[src/design/pn_pkg.sv]
`timescale 1ns / 1ps
// ----------------------------------------------------------------------------
// pn_pkg: shared types, constants and tables for the perceptron neuron
// widths of the fixed-point formats, activation codes, queue entry and the
// piecewise-linear breakpoint tables of tanh and sigmoid
// ----------------------------------------------------------------------------
package pn_pkg;

  // fixed-point formats
  localparam int DATA_W    = 16;              // q4.12 samples, weights, results
  localparam int FRAC_BITS = 12;
  localparam int PROD_W    = 2 * DATA_W;      // q8.24 product
  localparam int ACC_BITS  = 48;              // q24.24 accumulator
  localparam int SEGMENTS  = 16;              // unit-wide table segments over [-8,8)
  localparam int IDX_W     = $clog2(SEGMENTS + 1);
  localparam int POS_W     = DATA_W + 2;
  localparam int ONE_FX    = 1 << FRAC_BITS;
  localparam int HALF_FX   = ONE_FX >> 1;

  // decoupling queue between front and back
  localparam int QUEUE_DEPTH = 4;

  // configuration port
  localparam int CFG_IDX_W = 1;
  localparam logic [CFG_IDX_W-1:0] REG_BIAS = 1'b0;
  localparam logic [CFG_IDX_W-1:0] REG_MODE = 1'b1;

  typedef enum logic [2:0] {
    MODE_RELU      = 3'd0,
    MODE_TANH      = 3'd1,
    MODE_LINEAR    = 3'd2,
    MODE_THRESH    = 3'd3,
    MODE_PIECEWISE = 3'd4,
    MODE_SIGMOID   = 3'd5
  } act_mode_t;

  typedef enum logic [1:0] {
    ST_RUN,
    ST_BIAS,
    ST_ACT,
    ST_FIN
  } back_state_t;

  // one queued element: full-precision product and end-of-vector mark
  typedef struct packed {
    logic signed [PROD_W-1:0] prod;
    logic                     last;
  } pn_entry_t;

  // tanh breakpoints at x = -8 .. 8, q4.12
  function automatic logic signed [DATA_W-1:0] tanh_point(input logic [IDX_W-1:0] idx);
    logic signed [DATA_W-1:0] p;
    unique case (idx)
      5'd0, 5'd1, 5'd2, 5'd3: p = -16'sd4096;
      5'd4:  p = -16'sd4093;
      5'd5:  p = -16'sd4076;
      5'd6:  p = -16'sd3949;
      5'd7:  p = -16'sd3119;
      5'd8:  p = 16'sd0;
      5'd9:  p = 16'sd3119;
      5'd10: p = 16'sd3949;
      5'd11: p = 16'sd4076;
      5'd12: p = 16'sd4093;
      default: p = 16'sd4096;
    endcase
    return p;
  endfunction

  // sigmoid 1/(1+exp(-0.5x)) breakpoints at x = -8 .. 8, q4.12
  function automatic logic signed [DATA_W-1:0] sigm_point(input logic [IDX_W-1:0] idx);
    logic signed [DATA_W-1:0] p;
    unique case (idx)
      5'd0:  p = 16'sd74;
      5'd1:  p = 16'sd120;
      5'd2:  p = 16'sd194;
      5'd3:  p = 16'sd311;
      5'd4:  p = 16'sd488;
      5'd5:  p = 16'sd747;
      5'd6:  p = 16'sd1102;
      5'd7:  p = 16'sd1546;
      5'd8:  p = 16'sd2048;
      5'd9:  p = 16'sd2550;
      5'd10: p = 16'sd2994;
      5'd11: p = 16'sd3349;
      5'd12: p = 16'sd3608;
      5'd13: p = 16'sd3785;
      5'd14: p = 16'sd3902;
      5'd15: p = 16'sd3976;
      default: p = 16'sd4022;
    endcase
    return p;
  endfunction

  // saturate a sum that grew by one bit back to the accumulator range
  function automatic logic signed [ACC_BITS-1:0] sat_acc(
      input logic signed [ACC_BITS:0] v);
    logic signed [ACC_BITS-1:0] r;
    if (v[ACC_BITS] != v[ACC_BITS-1]) begin
      r = v[ACC_BITS] ? {1'b1, {(ACC_BITS-1){1'b0}}} : {1'b0, {(ACC_BITS-1){1'b1}}};
    end else begin
      r = v[ACC_BITS-1:0];
    end
    return r;
  endfunction

endpackage

[src/design/perceptron_neuron.sv]
`timescale 1ns / 1ps
// ----------------------------------------------------------------------------
// perceptron_neuron: weighted sum with selectable activation
// q4.12 sample times weight, saturating q24.24 accumulate, bias, floor to
// q4.12, then relu, tanh, linear, threshold, piecewise or sigmoid
// ----------------------------------------------------------------------------
//
//  channel   handshake               payload
//  -------   ---------------------   -----------------------------------------
//  input     in_valid / in_stall     sample_value, weight_value, last_element
//  result    out_valid / out_stall   activated_value, mode_error
//  config    cfg_write               cfg_index, cfg_data (0 bias, 1 mode)
//
//  one element enters per cycle while the product queue has room; each item
//  is registered in the queue, then the back end retires one product a cycle
//  while it is in its run state and the queue holds items; after the last
//  element of a vector the back end steps through bias and round, table lookup
//  and multiply, and final add; short vectors can fill the queue
//  a stalled result holds the back end in its final step; the queue keeps
//  taking items until it is full, then in_stall rises
//  synchronous reset clears the queue, sequencer, accumulator, configuration
//  registers and out_valid
//
module perceptron_neuron #(
  parameter int QUEUE_DEPTH = pn_pkg::QUEUE_DEPTH
) (
  input  logic                                clk,
  input  logic                                rst,
  // input items
  input  logic                                in_valid,
  output logic                                in_stall,
  input  logic signed [pn_pkg::DATA_W-1:0]    sample_value,
  input  logic signed [pn_pkg::DATA_W-1:0]    weight_value,
  input  logic                                last_element,
  // result items
  output logic                                out_valid,
  input  logic                                out_stall,
  output logic signed [pn_pkg::DATA_W-1:0]    activated_value,
  output logic                                mode_error,
  // configuration writes
  input  logic                                cfg_write,
  input  logic [pn_pkg::CFG_IDX_W-1:0]        cfg_index,
  input  logic [pn_pkg::DATA_W-1:0]           cfg_data
);

  // configuration registers
  logic signed [pn_pkg::DATA_W-1:0] bias_reg;
  pn_pkg::act_mode_t                mode_reg;

  // front to queue
  logic              q_push;
  logic              q_full;
  pn_pkg::pn_entry_t q_wr_entry;
  // queue to back
  logic              q_pop;
  logic              q_empty;
  pn_pkg::pn_entry_t q_rd_entry;

  always_ff @(posedge clk) begin
    if (rst) begin
      bias_reg <= '0;
      mode_reg <= pn_pkg::MODE_RELU;
    end else if (cfg_write) begin
      if (cfg_index == pn_pkg::REG_BIAS) begin
        bias_reg <= $signed(cfg_data);
      end
      if (cfg_index == pn_pkg::REG_MODE) begin
        // only the low three bits carry the mode
        mode_reg <= pn_pkg::act_mode_t'(cfg_data[2:0]);
      end
    end
  end

  // takes items and forms products
  pn_front u_front (
    .in_valid     (in_valid),
    .in_stall     (in_stall),
    .sample_value (sample_value),
    .weight_value (weight_value),
    .last_element (last_element),
    .q_full       (q_full),
    .q_push       (q_push),
    .q_entry      (q_wr_entry)
  );

  // short queue so that input and result stalls stay apart
  pn_queue #(
    .DEPTH (QUEUE_DEPTH)
  ) u_queue (
    .clk      (clk),
    .rst      (rst),
    .push     (q_push),
    .wr_entry (q_wr_entry),
    .pop      (q_pop),
    .rd_entry (q_rd_entry),
    .full     (q_full),
    .empty    (q_empty)
  );

  // accumulate, then bias, round and activate on the last element
  pn_back u_back (
    .clk             (clk),
    .rst             (rst),
    .q_empty         (q_empty),
    .q_entry         (q_rd_entry),
    .q_pop           (q_pop),
    .bias_value      (bias_reg),
    .activation_mode (mode_reg),
    .out_valid       (out_valid),
    .out_stall       (out_stall),
    .activated_value (activated_value),
    .mode_error      (mode_error)
  );

endmodule

[src/design/pn_front.sv]
`timescale 1ns / 1ps
// ----------------------------------------------------------------------------
// pn_front: input side of the neuron
// takes items while the queue has room and forms the q8.24 product
// ----------------------------------------------------------------------------
module pn_front (
  input  logic                              in_valid,
  output logic                              in_stall,
  input  logic signed [pn_pkg::DATA_W-1:0]  sample_value,
  input  logic signed [pn_pkg::DATA_W-1:0]  weight_value,
  input  logic                              last_element,
  input  logic                              q_full,
  output logic                              q_push,
  output pn_pkg::pn_entry_t                 q_entry
);

  assign in_stall = q_full;
  assign q_push   = in_valid && !q_full;

  // 16x16 signed product, registered by the queue storage
  assign q_entry.prod = sample_value * weight_value;
  assign q_entry.last = last_element;

endmodule

[src/design/pn_queue.sv]
`timescale 1ns / 1ps
// ----------------------------------------------------------------------------
// pn_queue: short fall-through queue of products
// decouples the input handshake from the accumulate and activation sequence
// ----------------------------------------------------------------------------
module pn_queue #(
  parameter int DEPTH = pn_pkg::QUEUE_DEPTH
) (
  input  logic              clk,
  input  logic              rst,
  input  logic              push,
  input  pn_pkg::pn_entry_t wr_entry,
  input  logic              pop,
  output pn_pkg::pn_entry_t rd_entry,
  output logic              full,
  output logic              empty
);

  localparam int PTR_W = (DEPTH > 1) ? $clog2(DEPTH) : 1;
  localparam int CNT_W = $clog2(DEPTH + 1);

  pn_pkg::pn_entry_t store [DEPTH];
  logic [PTR_W-1:0]  wr_ptr;
  logic [PTR_W-1:0]  rd_ptr;
  logic [CNT_W-1:0]  count;

  assign full     = (count == CNT_W'(DEPTH));
  assign empty    = (count == '0);
  assign rd_entry = store[rd_ptr];

  always_ff @(posedge clk) begin
    if (push) begin
      store[wr_ptr] <= wr_entry;
    end
  end

  always_ff @(posedge clk) begin
    if (rst) begin
      wr_ptr <= '0;
      rd_ptr <= '0;
      count  <= '0;
    end else begin
      if (push) begin
        wr_ptr <= (wr_ptr == PTR_W'(DEPTH - 1)) ? '0 : wr_ptr + 1'b1;
      end
      if (pop) begin
        rd_ptr <= (rd_ptr == PTR_W'(DEPTH - 1)) ? '0 : rd_ptr + 1'b1;
      end
      if (push && !pop) begin
        count <= count + 1'b1;
      end else if (pop && !push) begin
        count <= count - 1'b1;
      end
    end
  end

endmodule

[src/design/pn_back.sv]
`timescale 1ns / 1ps
// ----------------------------------------------------------------------------
// pn_back: accumulate and activation sequencer
// saturating accumulate per element; on the last one bias, round, activate
// ----------------------------------------------------------------------------
module pn_back (
  input  logic                              clk,
  input  logic                              rst,
  input  logic                              q_empty,
  input  pn_pkg::pn_entry_t                 q_entry,
  output logic                              q_pop,
  input  logic signed [pn_pkg::DATA_W-1:0]  bias_value,
  input  pn_pkg::act_mode_t                 activation_mode,
  output logic                              out_valid,
  input  logic                              out_stall,
  output logic signed [pn_pkg::DATA_W-1:0]  activated_value,
  output logic                              mode_error
);

  localparam int DW  = pn_pkg::DATA_W;
  localparam int FB  = pn_pkg::FRAC_BITS;
  localparam int AW  = pn_pkg::ACC_BITS;
  localparam int PW  = pn_pkg::POS_W;
  localparam int IW  = pn_pkg::IDX_W;
  localparam int DFW = DW + 1;
  localparam int TPW = DFW + FB + 1;
  localparam logic signed [DW-1:0] ONE_Q  = DW'(pn_pkg::ONE_FX);
  localparam logic signed [DW-1:0] HALF_Q = DW'(pn_pkg::HALF_FX);
  localparam logic signed [PW-1:0] POS_OFS = PW'((pn_pkg::SEGMENTS / 2) * pn_pkg::ONE_FX);
  localparam logic signed [PW-1:0] POS_END = PW'(pn_pkg::SEGMENTS * pn_pkg::ONE_FX);
  localparam logic [IW-1:0]        IDX_END = IW'(pn_pkg::SEGMENTS);

  pn_pkg::back_state_t state, state_next;
  logic load_out;

  // datapath registers
  logic signed [AW-1:0]  acc;
  logic signed [DW-1:0]  x_sat;
  logic signed [DW-1:0]  base;
  logic signed [TPW-1:0] term_prod;
  logic signed [DW-1:0]  y_simple;
  logic                  use_pwl;
  logic                  err;

  // accumulate
  logic signed [AW:0]    acc_sum;
  // bias and rounding
  logic signed [AW:0]    biased_sum;
  logic signed [AW-1:0]  total;
  logic signed [AW-1:0]  shifted;
  logic                  fits;
  logic signed [DW-1:0]  x_clamped;
  // activation
  logic signed [PW-1:0]  pos;
  logic [IW-1:0]         idx;
  logic [FB-1:0]         frac;
  logic                  sel_sigm;
  logic signed [DW-1:0]  p0;
  logic signed [DW-1:0]  p1;
  logic signed [DW-1:0]  base_d;
  logic signed [DFW-1:0] diff_d;
  logic signed [DW-1:0]  simple_d;
  logic                  err_d;
  logic signed [DW-1:0]  y_fin;

  assign acc_sum    = (AW + 1)'(acc) + (AW + 1)'(q_entry.prod);
  assign biased_sum = (AW + 1)'(acc) + (AW + 1)'($signed({bias_value, {FB{1'b0}}}));
  assign total      = pn_pkg::sat_acc(biased_sum);
  assign shifted    = total >>> FB;
  assign fits       = (&shifted[AW-1:DW-1]) || !(|shifted[AW-1:DW-1]);
  assign x_clamped  = fits ? shifted[DW-1:0]
                           : (shifted[AW-1] ? {1'b1, {(DW-1){1'b0}}} : {1'b0, {(DW-1){1'b1}}});

  // table lookup position, x + 8.0
  assign pos      = PW'(x_sat) + POS_OFS;
  assign idx      = pos[FB +: IW];
  assign frac     = pos[FB-1:0];
  assign sel_sigm = (activation_mode == pn_pkg::MODE_SIGMOID);

  always_comb begin
    p0 = sel_sigm ? pn_pkg::sigm_point(idx) : pn_pkg::tanh_point(idx);
    p1 = sel_sigm ? pn_pkg::sigm_point(idx + 1'b1) : pn_pkg::tanh_point(idx + 1'b1);
    if (pos[PW-1]) begin
      // below the table span
      base_d = sel_sigm ? pn_pkg::sigm_point('0) : pn_pkg::tanh_point('0);
      diff_d = '0;
    end else if (pos >= POS_END) begin
      // at or above the table span
      base_d = sel_sigm ? pn_pkg::sigm_point(IDX_END) : pn_pkg::tanh_point(IDX_END);
      diff_d = '0;
    end else begin
      base_d = p0;
      diff_d = DFW'(p1) - DFW'(p0);
    end
  end

  always_comb begin
    err_d = 1'b0;
    unique case (activation_mode)
      pn_pkg::MODE_RELU:      simple_d = x_sat[DW-1] ? '0 : x_sat;
      pn_pkg::MODE_LINEAR:    simple_d = x_sat;
      pn_pkg::MODE_THRESH:    simple_d = x_sat[DW-1] ? '0 : ONE_Q;
      pn_pkg::MODE_PIECEWISE: begin
        if (x_sat >= HALF_Q) begin
          simple_d = ONE_Q;
        end else if (x_sat <= -HALF_Q) begin
          simple_d = '0;
        end else begin
          simple_d = x_sat;
        end
      end
      pn_pkg::MODE_TANH, pn_pkg::MODE_SIGMOID: simple_d = x_sat;
      default: begin
        simple_d = x_sat;
        err_d    = 1'b1;
      end
    endcase
  end

  assign y_fin = use_pwl ? DW'(base + DW'(term_prod >>> FB)) : y_simple;

  // sequencer
  always_ff @(posedge clk) begin
    if (rst) begin
      state <= pn_pkg::ST_RUN;
    end else begin
      state <= state_next;
    end
  end

  always_comb begin
    state_next = state;
    q_pop      = 1'b0;
    load_out   = 1'b0;
    unique case (state)
      pn_pkg::ST_RUN: begin
        if (!q_empty) begin
          q_pop = 1'b1;
          if (q_entry.last) begin
            state_next = pn_pkg::ST_BIAS;
          end
        end
      end
      pn_pkg::ST_BIAS: state_next = pn_pkg::ST_ACT;
      pn_pkg::ST_ACT:  state_next = pn_pkg::ST_FIN;
      pn_pkg::ST_FIN: begin
        if (!out_valid || !out_stall) begin
          load_out   = 1'b1;
          state_next = pn_pkg::ST_RUN;
        end
      end
    endcase
  end

  always_ff @(posedge clk) begin
    if (rst) begin
      acc <= '0;
    end else if (q_pop) begin
      acc <= pn_pkg::sat_acc(acc_sum);
    end else if (state == pn_pkg::ST_BIAS) begin
      acc <= '0;
    end
  end

  always_ff @(posedge clk) begin
    if (state == pn_pkg::ST_BIAS) begin
      x_sat <= x_clamped;
    end
    if (state == pn_pkg::ST_ACT) begin
      base      <= base_d;
      term_prod <= diff_d * $signed({1'b0, frac});
      y_simple  <= simple_d;
      use_pwl   <= (activation_mode == pn_pkg::MODE_TANH) || sel_sigm;
      err       <= err_d;
    end
    if (load_out) begin
      activated_value <= y_fin;
      mode_error      <= err;
    end
  end

  always_ff @(posedge clk) begin
    if (rst) begin
      out_valid <= 1'b0;
    end else if (load_out) begin
      out_valid <= 1'b1;
    end else if (!out_stall) begin
      out_valid <= 1'b0;
    end
  end

endmodule

[config.mk]
export PLATFORM = sky130hd
export DESIGN_NAME = perceptron_neuron
export DESIGN_NICKNAME = d
export VERILOG_FILES = /design/src/design/pn_pkg.sv /design/src/design/perceptron_neuron.sv /design/src/design/pn_front.sv /design/src/design/pn_queue.sv /design/src/design/pn_back.sv
export SDC_FILE = /design/constraint.sdc
export NUM_CORES = 2
export LEC_CHECK = 0
export BUFFER_PORTS_ARGS = -buffer_cell sky130_fd_sc_hd__buf_2
export CAP_MARGIN = 25
export CORE_MARGIN = 2
export CORE_UTILIZATION = 37
export CTS_CLUSTER_DIAMETER = 200
export DETAILED_ROUTE_END_ITERATION = 8
export GPL_TIMING_DRIVEN = 0
export MAX_ROUTING_LAYER = met4
export PLACE_DENSITY = 0.51
export SLEW_MARGIN = 20
export SYNTH_ARGS = -nofsm -noshare
export SYNTH_HDL_FRONTEND = slang
export SYNTH_SLANG_ARGS = --single-unit
[constraint.sdc]
create_clock -name clk -period 11.87 [get_ports clk]
set_clock_uncertainty 0.1 [all_clocks]
set_input_delay 2.374 -clock clk [delete_from_list [all_inputs] [get_ports clk]]
set_output_delay 2.374 -clock clk [all_outputs]
set_load 0.01 [all_outputs]
==> summary.md <==
| Metric | Value |
|---|---|
| Status | `finished, final reports clean` |
| Via density | `around 5.1` |
| Final net count | `around 4500` |
| Synth unique cells | `between 80 and 90` |
| Top delay family on crit path | `compound AO/OA/AOI/OAI gates` |
| FFs w/ async S/R, synth | `0` |
| H-tree levels | `2` |
| Core Region | `93300 um^2` |
| Crit path max fanout | `10` |
| Mapped cell area | `34900 um^2` |
| Compound-gate portion of the synthesized area | `0.125` |
| Largest net degree at the start of global routing | `50` |
| Routed vias | `25531` |
| Fin crit period | `11.18 ns` |
| Main combinational cell family by area after synthesis | `adder cells` |
| GRT overflow | `0` |
| Main flop type after synthesis | `edfxtp_1` |
| Final setup viols | `0` |
| DR iter-0 viols | `about 1400` |
| Hold WS | `0.317 ns` |
| Port bufs | `between 70 and 80` |
| Slowest stage cell, crit path | `fa_1` |
| Worst slew pin tran | `around 1.1 ns` |
| Layout cell share with drive strength beyond 1 | `0.0611` |
| DRT antenna net count | `0` |
| Max Clock Freq | `approximately 89 MHz` |
| Die ar. | `approximately 97000 um^2` |
| Clock Latency Late Sink | `a little under 0.6 ns` |
| Final hold vios | `0` |
| Total of max-cap violations | `0` |
| Worst setup EP type | `register` |
| Clock Sinks | `292` |
| Worst R2R Start | `u_back.x_sat[13]` |
| Crit share post-route | `0.942` |
| Biggest register | `u_queue.store` |
| Fin. max-slew vios | `0` |
| Post-synthesis sequential area ratio | `0.229` |
| Setup TNS | `0 ns` |
| Width of the die | `a little over 300 um` |
| Postcts setup bufs | `0` |
| Final WL | `between 90000 and 100000 um` |
| Largest register FFs | `~130` |
| Setup CP Type | `reg -> reg` |
| Relative slew margins | `0.281` |
| # rows | `between 100 and 150` |
| CTS tree | `done` |
| Post-synthesis xor/xnor area fraction | `0.0381` |
| Vias in the first global route | `between 20000 and 30000` |
| Post-Synth Simple-Gate Area | `0.147` |
| RSZ-0062 raised after global routing | `false` |
| HP Class | `reg -> reg` |
| Mapped Cells | `3640` |
| Worst path bufs/invs | `7` |
| Num ports | `74` |
| DPL Wire Length | `77500 um` |
| Crit path launch | `u_back.x_sat[13]` |
| Synth Warn # | `0` |
| Proportion of synthesized area in mux cells | `0.0277` |
| Clock tree buffer depth | `3` |
| Cts bufs inserted | `35` |
| Worst path arrival time | `around 11 ns` |
| Antenna violations before repair | `0` |
| CP peak stage delay | `0.56 ns` |
| Most common cell after layout, fill and taps aside | `inv_1` |
| Most frequent cells in the layout | `inv_1 (546), fa_1 (444), nand2_1 (405)` |
| First-pass GRT wire length | `~150000 um` |
| DRC violations left | `0` |
| Wire per inst | `between 15 and 20 um` |
| Area grow syn2layout | `9.33%` |
| Syn_area_per_cell | `9.58 um^2` |
| CP required | `between 10 and 15 ns` |
| Registers with the most flip-flops | `u_queue.store: 132 flops, u_back.acc: 48 flops` |
| Flops & latches, synth | `292` |
| Total track usage | `0.204` |
| CTS clock-pin slew for the worst setup and hold paths | `roughly 0.060 ns` |
| Synth Area in Adders | `0.356` |
| GP Congestion | `roughly 0.90` |
| Root Driver | `clkbuf_16` |
| Initial Util | `0.374` |
| Die Y | `approximately 310 um` |
| Cell repeated most along the worst path | `fa_1` |
| CP startpoint kind | `register` |
| Iteration count of the initial detailed-routing pass | `7` |
| Hold wc startpoint | `u_back.err` |
| Number of enable flip-flop cells after synthesis | `about 210` |
| Syn nets | `about 4400` |
## cells by family after synthesis
group,count (synthesis)
and+or+nand+nor,1039
adders and majority gates,726
buffers and inverters,709
AOI/OAI and AO/OA,669
DFF,292
xor gates and xnor gates,151
muxes,54
## worst reg2reg max path: cells and delay by family, from the launching register on
| family | cells | cell delay (ns) |
|---|---|---|
| AND/OR/NAND/NOR | 5 | 0.66 |
| flip-flops | 1 | 0.51 |
| XOR/XNOR | 1 | 0.17 |
| adder cells (fa/ha/maj) | 9 | 3.89 |
| buffers and inverters | 7 | 1.39 |
| AO/OA/AOI/OAI | 16 | 4.20 |
## final timing paths
path	to	slack (ns)	cells past startpoint
max	u_back.term_prod[27]	0.69	38
min	u_back.mode_error	0.32	0
max reg2reg	u_back.term_prod[27]	0.69	38
min reg2reg	u_back.mode_error	0.32	0
## what timing repair did
item,in CTS,in global routing
hold endpoints to repair,0,0
gates resized for setup,0,11
hold buffers,0,0
endpoints found under the setup margin,0,7
## per-stage QoR
stage	utilization	cells	setup WS [ns]	instance area [um^2]
after CTS	0.408	5036	0.0926	38100
after global routing	0.409	5036	0.0408	38100
after global placement	0.394	4967	0.103	36800
after detailed placement	0.396	4972	0.0998	36900
final	0.409	5038	0.694	38100
after floorplan	-	3640	2.30	34900
## layout make-up
class,instances,area (um^2)
clock buffer,45,966
buffer,161,633
fill,9383,55200
multi-input combinational,2639,24200
clock inverter,19,199
sequential,292,7980
inverter,548,2060
tap,1254,1570
antenna,2,5.00
timing repair buffer,78,479
## per-layer routing
| metal | vias up | GRT usage | wire [um] |
|---|---|---|---|
| met5 | - | - | 0 |
| met4 | 0 | 0.0371 | 1590 |
| met3 | 86 | 0.0208 | 3390 |
| met2 | 495 | 0.340 | 45600 |
| met1 | 12614 | 0.272 | 43900 |
| li1 | 12336 | - | - |
## synthesized netlist by cell type, types with 34 or more instances
master,number,area (um^2)
nor3_1,39,195
a21o_1,75,563
fa_1,444,8890
inv_1,546,2050
clkbuf_1,137,514
nand3_1,40,200
o21a_1,34,255
a21oi_1,195,976
o21ai_0,132,661
nand2_1,405,1520
edfxtp_1,213,6400
dfxtp_1,79,1580
and2_1,199,1240
xnor2_1,107,937
nor2b_1,50,313
ha_1,282,3530
nor2_1,151,567
nand2b_1,39,244
xor2_1,43,377
Power is not shown: default switching activity piles up to over one toggle a cycle in this logic, so the estimate is an artifact.
